### src/design/assert_macros.svh
// ----------------------------------------------------------------------------
// assert_macros.svh
// concurrent assertion helpers, empty when synthesising
// ----------------------------------------------------------------------------
`ifndef ASSERT_MACROS_SVH
`define ASSERT_MACROS_SVH

`ifndef SYNTHESIS
// generic clocked assertion with explicit clock and active-low reset
`define ASSERT_CLKRST(label, clk, rst_n, prop, msg) \
  label: assert property (@(posedge clk) disable iff (!rst_n) prop) else $error(msg);
// assertion on the default clock and reset of this project
`define ASSERT_STD(label, prop, msg) \
  `ASSERT_CLKRST(label, clk_i, rst_ni, prop, msg)
`else
`define ASSERT_CLKRST(label, clk, rst_n, prop, msg)
`define ASSERT_STD(label, prop, msg)
`endif

`endif

### src/design/fdcr_pkg.sv
// ----------------------------------------------------------------------------
// fdcr_pkg
// shared types, constants and the fan curve for the duty ramp controller
// ----------------------------------------------------------------------------
`default_nettype none

package fdcr_pkg;

  // widths
  localparam int unsigned COUNT_BITS = 10;
  localparam int unsigned PCT_W      = 7;
  localparam int unsigned SPEED_W    = 8;
  localparam int unsigned STEP_W     = 6;
  localparam int unsigned CFG_IDX_W  = 2;
  localparam int unsigned TAB_DEPTH  = 1 << PCT_W;

  // limits and reset values
  localparam logic [PCT_W-1:0]  PCT_MAX        = 7'd100;
  localparam logic [STEP_W-1:0] RAMP_UP_RESET  = 6'd2;
  localparam logic [STEP_W-1:0] RAMP_DN_RESET  = 6'd3;

  // word command codes
  typedef enum logic [0:0] {
    CMD_SET  = 1'b0,
    CMD_TICK = 1'b1
  } cmd_e;

  // configuration register indexes
  typedef enum logic [CFG_IDX_W-1:0] {
    REG_RAMP_UP   = 2'd0,
    REG_RAMP_DOWN = 2'd1
  } cfg_reg_e;

  // curve lookup result
  typedef struct packed {
    logic [PCT_W-1:0] target;
    logic             speed_zero;
  } curve_t;

  // per-word result without the count
  typedef struct packed {
    logic [PCT_W-1:0] duty;
    logic [PCT_W-1:0] target;
    logic             written;
  } res_t;

  // three-segment fan curve, evaluated at elaboration to build a table
  function automatic logic [PCT_W-1:0] map_curve(input int unsigned s);
    int unsigned m;
    begin
      if (s == 0) begin
        m = 0;
      end else if (s <= 30) begin
        m = 25 + s;
      end else if (s <= 70) begin
        m = 55 + ((s - 30) * 25) / 40;
      end else begin
        m = 80 + ((s - 70) * 20) / 30;
      end
      if (m > 100) begin
        m = 100;
      end
      return m[PCT_W-1:0];
    end
  endfunction

endpackage

`default_nettype wire

### src/design/fdcr_curve.sv
// ----------------------------------------------------------------------------
// fdcr_curve
// clamps the logical speed and maps it through the fan curve table
// ----------------------------------------------------------------------------
`default_nettype none

module fdcr_curve (
  input  wire logic [fdcr_pkg::SPEED_W-1:0] speed_i,
  output fdcr_pkg::curve_t                  curve_o
);

  logic [fdcr_pkg::PCT_W-1:0] curve_tab [fdcr_pkg::TAB_DEPTH];
  logic [fdcr_pkg::PCT_W-1:0] spd_clamped;

  // constant curve table, one entry per 7-bit index, addressed by the clamped speed
  for (genvar g = 0; g < fdcr_pkg::TAB_DEPTH; g++) begin : g_tab
    assign curve_tab[g] = fdcr_pkg::map_curve(g);
  end

  // clamp speed to 100
  always_comb begin
    if (speed_i > {1'b0, fdcr_pkg::PCT_MAX}) begin
      spd_clamped = fdcr_pkg::PCT_MAX;
    end else begin
      spd_clamped = speed_i[fdcr_pkg::PCT_W-1:0];
    end
  end

  assign curve_o.target     = curve_tab[spd_clamped];
  assign curve_o.speed_zero = (spd_clamped == '0);

endmodule

`default_nettype wire

### src/design/fdcr_ramp.sv
// ----------------------------------------------------------------------------
// fdcr_ramp
// duty and target state, set and tick handling, compare count lookup
// ----------------------------------------------------------------------------
`default_nettype none

`include "assert_macros.svh"

module fdcr_ramp #(
  parameter int unsigned CountBits = fdcr_pkg::COUNT_BITS
) (
  input  wire logic                        clk_i,
  input  wire logic                        rst_ni,
  input  wire logic                        step_en_i,
  input  wire fdcr_pkg::cmd_e              cmd_i,
  input  wire fdcr_pkg::curve_t            curve_i,
  input  wire logic [fdcr_pkg::STEP_W-1:0] up_step_i,
  input  wire logic [fdcr_pkg::STEP_W-1:0] down_step_i,
  output fdcr_pkg::res_t                   res_o,
  output logic [CountBits-1:0]             count_o
);

  localparam int unsigned Full = (1 << CountBits) - 1;

  logic [fdcr_pkg::PCT_W-1:0] cur_q, cur_d;
  logic [fdcr_pkg::PCT_W-1:0] tgt_q, tgt_d;
  logic                       wrote;
  logic [fdcr_pkg::PCT_W:0]   up_sum;
  logic [fdcr_pkg::PCT_W-1:0] dn_diff;
  logic [CountBits-1:0]       count_tab [fdcr_pkg::TAB_DEPTH];

  // percent to compare count table, built at elaboration
  for (genvar g = 0; g < fdcr_pkg::TAB_DEPTH; g++) begin : g_cnt
    localparam int unsigned Cnt = (g * Full) / 100;
    assign count_tab[g] = Cnt[CountBits-1:0];
  end

  // next duty and target for the word in flight
  always_comb begin
    cur_d   = cur_q;
    tgt_d   = tgt_q;
    wrote   = 1'b0;
    up_sum  = {1'b0, cur_q} + {2'b00, up_step_i};
    dn_diff = (cur_q >= {1'b0, down_step_i}) ? (cur_q - {1'b0, down_step_i}) : '0;
    case (cmd_i)
      fdcr_pkg::CMD_SET: begin
        tgt_d = curve_i.target;
        if (curve_i.speed_zero && (cur_q != '0)) begin
          cur_d = '0;
          wrote = 1'b1;
        end else if (!curve_i.speed_zero && (cur_q == '0)) begin
          cur_d = curve_i.target;
          wrote = 1'b1;
        end
      end
      fdcr_pkg::CMD_TICK: begin
        if (cur_q != tgt_q) begin
          wrote = 1'b1;
          if (cur_q < tgt_q) begin
            cur_d = (up_sum > {1'b0, tgt_q}) ? tgt_q : up_sum[fdcr_pkg::PCT_W-1:0];
          end else begin
            cur_d = (dn_diff < tgt_q) ? tgt_q : dn_diff;
          end
        end
      end
      default: begin
        wrote = 1'b0;
      end
    endcase
  end

  // state registers
  always_ff @(posedge clk_i or negedge rst_ni) begin
    if (!rst_ni) begin
      cur_q <= '0;
      tgt_q <= '0;
    end else if (step_en_i) begin
      cur_q <= cur_d;
      tgt_q <= tgt_d;
    end
  end

  assign res_o.duty    = cur_d;
  assign res_o.target  = tgt_d;
  assign res_o.written = wrote;
  assign count_o       = count_tab[cur_d];

  // checks
  `ASSERT_STD(a_duty_range, cur_q <= fdcr_pkg::PCT_MAX, "duty above 100 percent")
  `ASSERT_STD(a_tgt_range, tgt_q <= fdcr_pkg::PCT_MAX, "target above 100 percent")
  `ASSERT_STD(a_hold_idle, !step_en_i |=> $stable(cur_q) && $stable(tgt_q), "state moved idle")
  `ASSERT_STD(a_tick_at_tgt,
              step_en_i && (cmd_i == fdcr_pkg::CMD_TICK) && (cur_q == tgt_q) |-> !wrote,
              "tick at target wrote count")

endmodule

`default_nettype wire

### src/design/fan_duty_curve_ramp.sv
// ----------------------------------------------------------------------------
// fan_duty_curve_ramp
// fan pwm duty controller: fan curve mapping and slew-rate limited ramp
// ----------------------------------------------------------------------------
//  channel  | signals                                  | direction
//  in       | in_valid_i, in_ready_o, command_i,       | word in
//           | speed_i                                  |
//  out      | out_valid_o, out_ready_i, duty_percent_o,| word out
//           | duty_count_o, target_percent_o,          |
//           | count_written_o                          |
//  cfg      | cfg_we_i, cfg_idx_i, cfg_data_i          | register write
//
//  one word per cycle while out is not stalled; a result is presented on out
//  once its word has moved from the input register into the result register.
//  state updates as a word moves from the input to the result register.
//  a stall on out holds the result and back-pressures in only once the
//  input register is also occupied.
//  reset clears duty, target, valid flags and loads ramp steps 2 up, 3 down.
// ----------------------------------------------------------------------------
`default_nettype none

`include "assert_macros.svh"

module fan_duty_curve_ramp #(
  parameter int unsigned CountBits = fdcr_pkg::COUNT_BITS
) (
  input  wire logic                           clk_i,
  input  wire logic                           rst_ni,
  // input words
  input  wire logic                           in_valid_i,
  output logic                                in_ready_o,
  input  wire logic                           command_i,
  input  wire logic [fdcr_pkg::SPEED_W-1:0]   speed_i,
  // result words
  output logic                                out_valid_o,
  input  wire logic                           out_ready_i,
  output logic [fdcr_pkg::PCT_W-1:0]          duty_percent_o,
  output logic [CountBits-1:0]                duty_count_o,
  output logic [fdcr_pkg::PCT_W-1:0]          target_percent_o,
  output logic                                count_written_o,
  // configuration
  input  wire logic                           cfg_we_i,
  input  wire logic [fdcr_pkg::CFG_IDX_W-1:0] cfg_idx_i,
  input  wire logic [fdcr_pkg::STEP_W-1:0]    cfg_data_i
);

  logic                         in_vld_q;
  fdcr_pkg::cmd_e               in_cmd_q;
  logic [fdcr_pkg::SPEED_W-1:0] in_speed_q;
  logic                         out_vld_q;
  fdcr_pkg::res_t               out_res_q;
  logic [CountBits-1:0]         out_cnt_q;
  logic [fdcr_pkg::STEP_W-1:0]  up_step_q;
  logic [fdcr_pkg::STEP_W-1:0]  down_step_q;
  logic                         out_adv;
  logic                         step_en;
  fdcr_pkg::curve_t             curve;
  fdcr_pkg::res_t               res;
  logic [CountBits-1:0]         cnt;

  // handshake
  assign out_adv    = !out_vld_q || out_ready_i;
  assign step_en    = in_vld_q && out_adv;
  assign in_ready_o = !in_vld_q || out_adv;

  // configuration registers
  always_ff @(posedge clk_i or negedge rst_ni) begin
    if (!rst_ni) begin
      up_step_q   <= fdcr_pkg::RAMP_UP_RESET;
      down_step_q <= fdcr_pkg::RAMP_DN_RESET;
    end else if (cfg_we_i) begin
      case (cfg_idx_i)
        fdcr_pkg::REG_RAMP_UP:   up_step_q   <= cfg_data_i;
        fdcr_pkg::REG_RAMP_DOWN: down_step_q <= cfg_data_i;
        default: begin
          up_step_q <= up_step_q;
        end
      endcase
    end
  end

  // input register
  always_ff @(posedge clk_i or negedge rst_ni) begin
    if (!rst_ni) begin
      in_vld_q <= 1'b0;
    end else if (in_ready_o) begin
      in_vld_q <= in_valid_i;
    end
  end

  always_ff @(posedge clk_i) begin
    if (in_valid_i && in_ready_o) begin
      in_cmd_q   <= fdcr_pkg::cmd_e'(command_i);
      in_speed_q <= speed_i;
    end
  end

  // curve lookup
  fdcr_curve u_curve (
    .speed_i (in_speed_q),
    .curve_o (curve)
  );

  // ramp state and count
  fdcr_ramp #(
    .CountBits (CountBits)
  ) u_ramp (
    .clk_i       (clk_i),
    .rst_ni      (rst_ni),
    .step_en_i   (step_en),
    .cmd_i       (in_cmd_q),
    .curve_i     (curve),
    .up_step_i   (up_step_q),
    .down_step_i (down_step_q),
    .res_o       (res),
    .count_o     (cnt)
  );

  // result register
  always_ff @(posedge clk_i or negedge rst_ni) begin
    if (!rst_ni) begin
      out_vld_q <= 1'b0;
    end else if (out_adv) begin
      out_vld_q <= in_vld_q;
    end
  end

  always_ff @(posedge clk_i) begin
    if (step_en) begin
      out_res_q <= res;
      out_cnt_q <= cnt;
    end
  end

  assign out_valid_o      = out_vld_q;
  assign duty_percent_o   = out_res_q.duty;
  assign target_percent_o = out_res_q.target;
  assign count_written_o  = out_res_q.written;
  assign duty_count_o     = out_cnt_q;

  // checks
  `ASSERT_STD(a_stall_full, !in_ready_o |-> in_vld_q && out_vld_q, "stall without full pipe")
  `ASSERT_STD(a_step_out, step_en |=> out_vld_q, "word lost between stages")

endmodule

`default_nettype wire
### config.mk
export PLATFORM = sky130hd
export DESIGN_NAME = fan_duty_curve_ramp
export DESIGN_NICKNAME = d
export VERILOG_FILES = /design/src/design/fdcr_pkg.sv /design/src/design/fdcr_curve.sv /design/src/design/fdcr_ramp.sv /design/src/design/fan_duty_curve_ramp.sv
export VERILOG_INCLUDE_DIRS = /design/src /design/src/design
export SDC_FILE = /design/constraint.sdc
export NUM_CORES = 1
export LEC_CHECK = 0
export BUFFER_PORTS_ARGS = -buffer_cell sky130_fd_sc_hd__buf_2
export CORE_ASPECT_RATIO = 0.7
export CORE_MARGIN = 3
export CORE_UTILIZATION = 42
export DETAILED_ROUTE_END_ITERATION = 10
export GPL_ROUTABILITY_DRIVEN = 0
export PLACE_DENSITY_LB_ADDON = 0.3
export RECOVER_POWER = 50
export SLEW_MARGIN = 25
export SYNTH_ARGS = -nofsm -noshare
export SYNTH_HDL_FRONTEND = slang
export SYNTH_SLANG_ARGS = --single-unit
### constraint.sdc
create_clock -name clk_i -period 11.24 [get_ports clk_i]
set_input_delay 0 -clock clk_i [delete_from_list [all_inputs] [get_ports clk_i]]
set_output_delay 0 -clock clk_i [all_outputs]
set_load 0.1 [all_outputs]
; After elaboration in Yosys (flattened, before gate mapping)
; Memory sizes are Yosys's and may differ from the RTL's. A register that Yosys moved wholly into a read port is not among the register bits.
; Cells that the tools add are included.
; Widths: inputs -> output; s select.
[word_totals]
regBits = 52
mem_bits_ro = 2176
in_bits = 22
output_inout_bits = 27
elab_cells = 57
mem_count = 2
[mem_list]
columns = name, depth, word_bits, rd, rd_clocked_by_memory_dff, wr, line_no
row1 = (no name shown), 128, 10, 1, 1, 0, fdcr_ramp.sv:86  ; assign count_o = count_tab[cur_d];
row2 = (no name shown), 128, 7, 1, 0, 0, fdcr_curve.sv:29  ; assign curve_o.target = curve_tab[spd_clamped];
[classes]
n_addsub = 2
n_lt_le_gt_ge = 6
n_eq_ne = 2
mux = 16
bitwise_logic = 3
reduce_logical = 15
[ops]
columns = operator, count
row1 = $mux 7, 11
row2 = $not 7->8, 2
row3 = $logic_not 7->1, 2
row4 = $lt 7x7->1, 2
row5 = $pmux 7 s2, 1
row6 = $add 7x6->8, 1
row7 = $ge 8x8->1 const B, 1
row8 = $gt 8x7->1, 1
row9 = $gt 8x7->1 const B, 1
row10 = $ge 7x6->1, 1
row11 = $ne 7x7->1, 1
row12 = $reduce_bool 7->1, 1
row13 = $sub 7x6->7, 1
row14 = $logic_and 1x1->1, 4
row15 = $reduce_and 2->1, 2
row16 = $logic_not 1->1, 3
row17 = $mux 1, 3
row18 = $eq 2x1->1 const B, 1
row19 = $logic_not 2->1, 1
row20 = $logic_or 1x1->1, 2
row21 = $pmux 1 s2, 1
row22 = $not 1->1, 1

; Longest topological paths before layout
[depth]
depth_word = 10
depth_mapped = 25
ltp_nobuf = 25

; Modules after synthesis
; A second synthesis with hierarchy kept.
[unflattened]
cells_unflattened = 799
area_unflattened_um2 = 6655.1
[by_module_without_submodules]
columns = mod, instances, cells_each, area_per_inst_um2, seq_area_each_um2
row1 = fdcr_ramp, 1, 577, 4061.4, 350.3
row2 = fan_duty_curve_ramp, 1, 68, 1579.0, 1375.1
row3 = fdcr_curve, 1, 154, 1014.7, 0.0

; Worst setup path before layout
; OpenSTA, ideal clock, no wires.
[synth_path]
kind = register -> register
from = register u_ramp.cur_q[0] in the netlist's numbering
to = register out_cnt_q[1], in the netlist duty_count_o[1] (data pin)
setup_ns = 0.261
arrival_ns = 5.014
required_time_ns = 10.979
setup_slack_ns = 5.965
path_stages_with_launch = 22
n_path_buf = 1
synth_period_minus_slack_ns = 5.275
path_cell_list = dfrtp_1 ha_1 fa_1 a21o_1 a21oi_1 o21bai_1 a21oi_1 xnor2_1 ha_1 or4_4 o211a_1 o41a_1 o31ai_1 o211ai_2 inv_1 ha_1 clkbuf_1 nor2_1 mux2i_1 o311ai_0 o31a_1 o32a_1
[synth_lines]
columns = item, line_no
row1 = "start, declared", fdcr_ramp.sv:25  ; logic [fdcr_pkg::PCT_W-1:0] cur_q, cur_d;
row2 = "start signal, assigned", fdcr_ramp.sv:78  ; cur_q <= cur_d;
row3 = "end, declared", fan_duty_curve_ramp.sv:52  ; logic [CountBits-1:0] out_cnt_q;

==> results.toml <==
[status]
status = "finished, violations left"
violations = "capacitance limit, slew limit"

[setup_path]
r2r-start = "in_speed_q[3]"
startpoint = "in_speed_q[3]"
required_ns = 11.33
crit_path_start_kind = "register"
worstPathMaxFanout = 25
endpoint_kind = "register"
critPathKind = "reg2reg"
worstPathArrival_ns = 6.46

[routing]
vias = 6532
drc = 0
drt-wirelength-per-cell_um = 19.73
drt-pass1-iter-count = 6
wl_um = 20110
avgViaCountPerCell = 6.410
drt-initial-drc-count = 903
ant_nets = 0

[synthesis]
synth_area_sq_um = 6404
synth_fa_ha_area_share_pct = 11.35
synth.distinct_cells = 87
postSynthCellCount = 785
ys_async_sr_fraction_pct = 45.16
synth_common_cells = "nand2_1 (78), nor2_1 (74), a21oi_1 (63)"
synth_top_area_cell = "edfxtp_1"
synth-seq-area-share_pct = 26.94
syn-num-nets = 863
ys.warnings.count = 0
yosys_most_used_dff = "edfxtp_1"
muxShareOfSynthArea_pct = 4.728
yosys.area_share.xor_xnor_pct = 1.094
synth_top_family_by_area = "compound AO/OA/AOI/OAI gates"
yosysTopAreaCellShare_pct = 15.94
synth_most_common_cell = "nand2_1"
ys_seq_elements = 62
synth_edf_count = 34
ys_top_cells_by_area = "edfxtp_1 (16%), ha_1 (11%), dfrtp_1 (9.8%), a21oi_1 (4.9%), nand2_1 (4.6%)"
synthSimpleGateAreaFrac_pct = 19.64
postSynthAreaPerCell_sq_um = 8.158
synth-compound-area-share_pct = 30.03

[final_layout]
fillers = 1426
area_growth_pct = 11.59
nets = 897
seqCellArea_sq_um = 1725
antenna_cells = 0
drive_gt1_share_pct = 10.92
multi_input_area_sq_um = 4285

[floorplanning]
die_w_um = 153.6
die_h_um = 109.3
row_count = 37
dieArea_sq_um = 16790
core_area_sq_um = 14810
io_pins = 49
initial_core_util_pct = 43.23

[cts]
clock_sinks = 62
cts_root_buffer = "clkbuf_16"
cts_buffers = 9
clockBufferDepth = 2
htree_levels = 3
clk_latency_ns = 0.34
tritoncts = "yes"
clkTransAtPathRegs_ns = 0.07

[timing]
rsz0062_at_grt = "false"
fin_tns_setup_ns = 0
fmax_mhz = 157.2
hold_violations = 0
slew_viol_final = 29
period_share_pct = 56.60
max-slew-margin-rel_pct = -7.121
setup_viol_count_final = 0
fin_skew_ns = 0.01401
fin_hold_ws_ns = 0.1563
worst_pin_slew_ns = 1.607
period_needed_ns = 6.362

[grt]
grt_max_degree = 48
globalRouteTotalUtil_pct = 23.49
antenna_found_initial = 0
grt_pass1_vias = 5825
grt_pass1_wl_um = 31740
gr-total-overflow = 0

[worst_hold_path]
min_path_type = "in2reg"
min_from = "cfg_idx_i[1]"

[place]
dpl.hpwl_um = 14020
portBuffers = 48

[run]
max-cap-violations = 1
what timing repair did:
item | CTS | global route
endpoints found under the hold margin | 48 | 0
buffers inserted | 0 | 0
hold buffers | 19 | 0
gates resized for setup | 0 | 0
per-stage QoR:
step	instances	worst slack (ns)	utilization (%)	area (sq um)
final	1019	4.878	48.23	7146
after global routing	1019	4.536	48.23	7146
after CTS	1019	5.108	48.45	7178
after detailed placement	984	5.163	45.16	6690
after global placement	984	5.226	45.16	6690
after floorplan	785	5.965	-	6404
worst paths after layout:
| path | to | cells after the start | slack (ns) |
|---|---|---|---|
| worst max-delay path | duty_count_o[1] | 19 | 4.88 |
| worst min-delay path | up_step_q[2] | 3 | 0.16 |
| worst max register to register | duty_count_o[1] | 19 | 4.88 |
| worst min register to register | down_step_q[2] | 1 | 0.51 |
| max in group asynchronous | down_step_q[5] | 2 | 9.70 |
| min in group asynchronous | u_ramp.cur_q[1] | 2 | 0.60 |
cell usage in the layout, fill, tap and decap left out, types with 5 or more instances in the layout:
master and count:
clkbuf_16 9, a32oi_1 6, a21o_1 13, o211ai_1 20, nand4_1 7, dfrtp_1 25
o31ai_1 8, and2_1 8, inv_2 5, buf_4 6, ha_1 54, o22ai_1 5
o221ai_1 6, a211oi_1 17, nor3_1 21, edfxtp_1 34, xnor2_1 6, a21oi_1 63
nand2b_1 13, clkbuf_1 26, a311oi_1 5, mux2i_1 10, inv_1 34, o2111ai_1 6
dlygate4sd3_1 19, mux2_2 18, nor2_1 74, or2_2 6, nand3_1 25, a221oi_1 8
buf_2 22, nand2_1 78, o21ai_0 48, a31oi_1 6
critical path: stages (launching register included):
cell and delay, ns:
edfxtp_1 0.92, nor3_2 0.17, a211oi_2 0.37, nor2_1 0.09
nand2_1 0.17, inv_1 0.08, ha_1 0.30, inv_1 0.14
mux2i_1 0.11, a2111oi_0 0.72, a311oi_1 0.25, o21ai_1 0.32
o211ai_2 0.36, inv_1 0.42, ha_1 0.49, nor2_1 0.19
mux2i_1 0.18, o311ai_0 0.19, o31a_1 0.28, o32a_1 0.35
final cells by class:
cell class,count,share of cell area (%)
clock inverters,7,1.016
inverters,40,2.101
repair buffers,73,6.199
flip-flops and latches,62,24.15
well taps,195,3.414
clock buffers,9,3.152
multi-input cells,633,59.97
sequential cells by signal (all words and copies together) (netlist names):
signal            flops
in_cmd_q              1
target_percent_o      7
duty_count_o         10
duty_percent_o        7
up_step_q             6
u_ramp.cur_q          7
u_ramp.tgt_q          7
out_valid_o           1
in_vld_q              1
in_speed_q            8
down_step_q           6
count_written_o       1
kinds of logic after synthesis:
| kind of cell | after synthesis |
|---|---|
| XOR/XNOR | 8 |
| flip-flops | 62 |
| AND/OR/NAND/NOR | 264 |
| multiplexers | 28 |
| adder cells (fa/ha/maj) | 57 |
| buffers and inverters | 90 |
| AO/OA/AOI/OAI | 276 |
metal layers:
metal | up-vias | wire, um | GRT usage, %
li1 | 3045 | - | -
met1 | 3017 | 9388 | 36.03
met2 | 437 | 7765 | 31.74
met3 | 33 | 2652 | 7.474
met4 | 0 | 299 | 5.293
met5 | - | 0 | 0
Power is not shown: default switching activity piles up to over one toggle a cycle in this logic, so the estimate is an artifact.
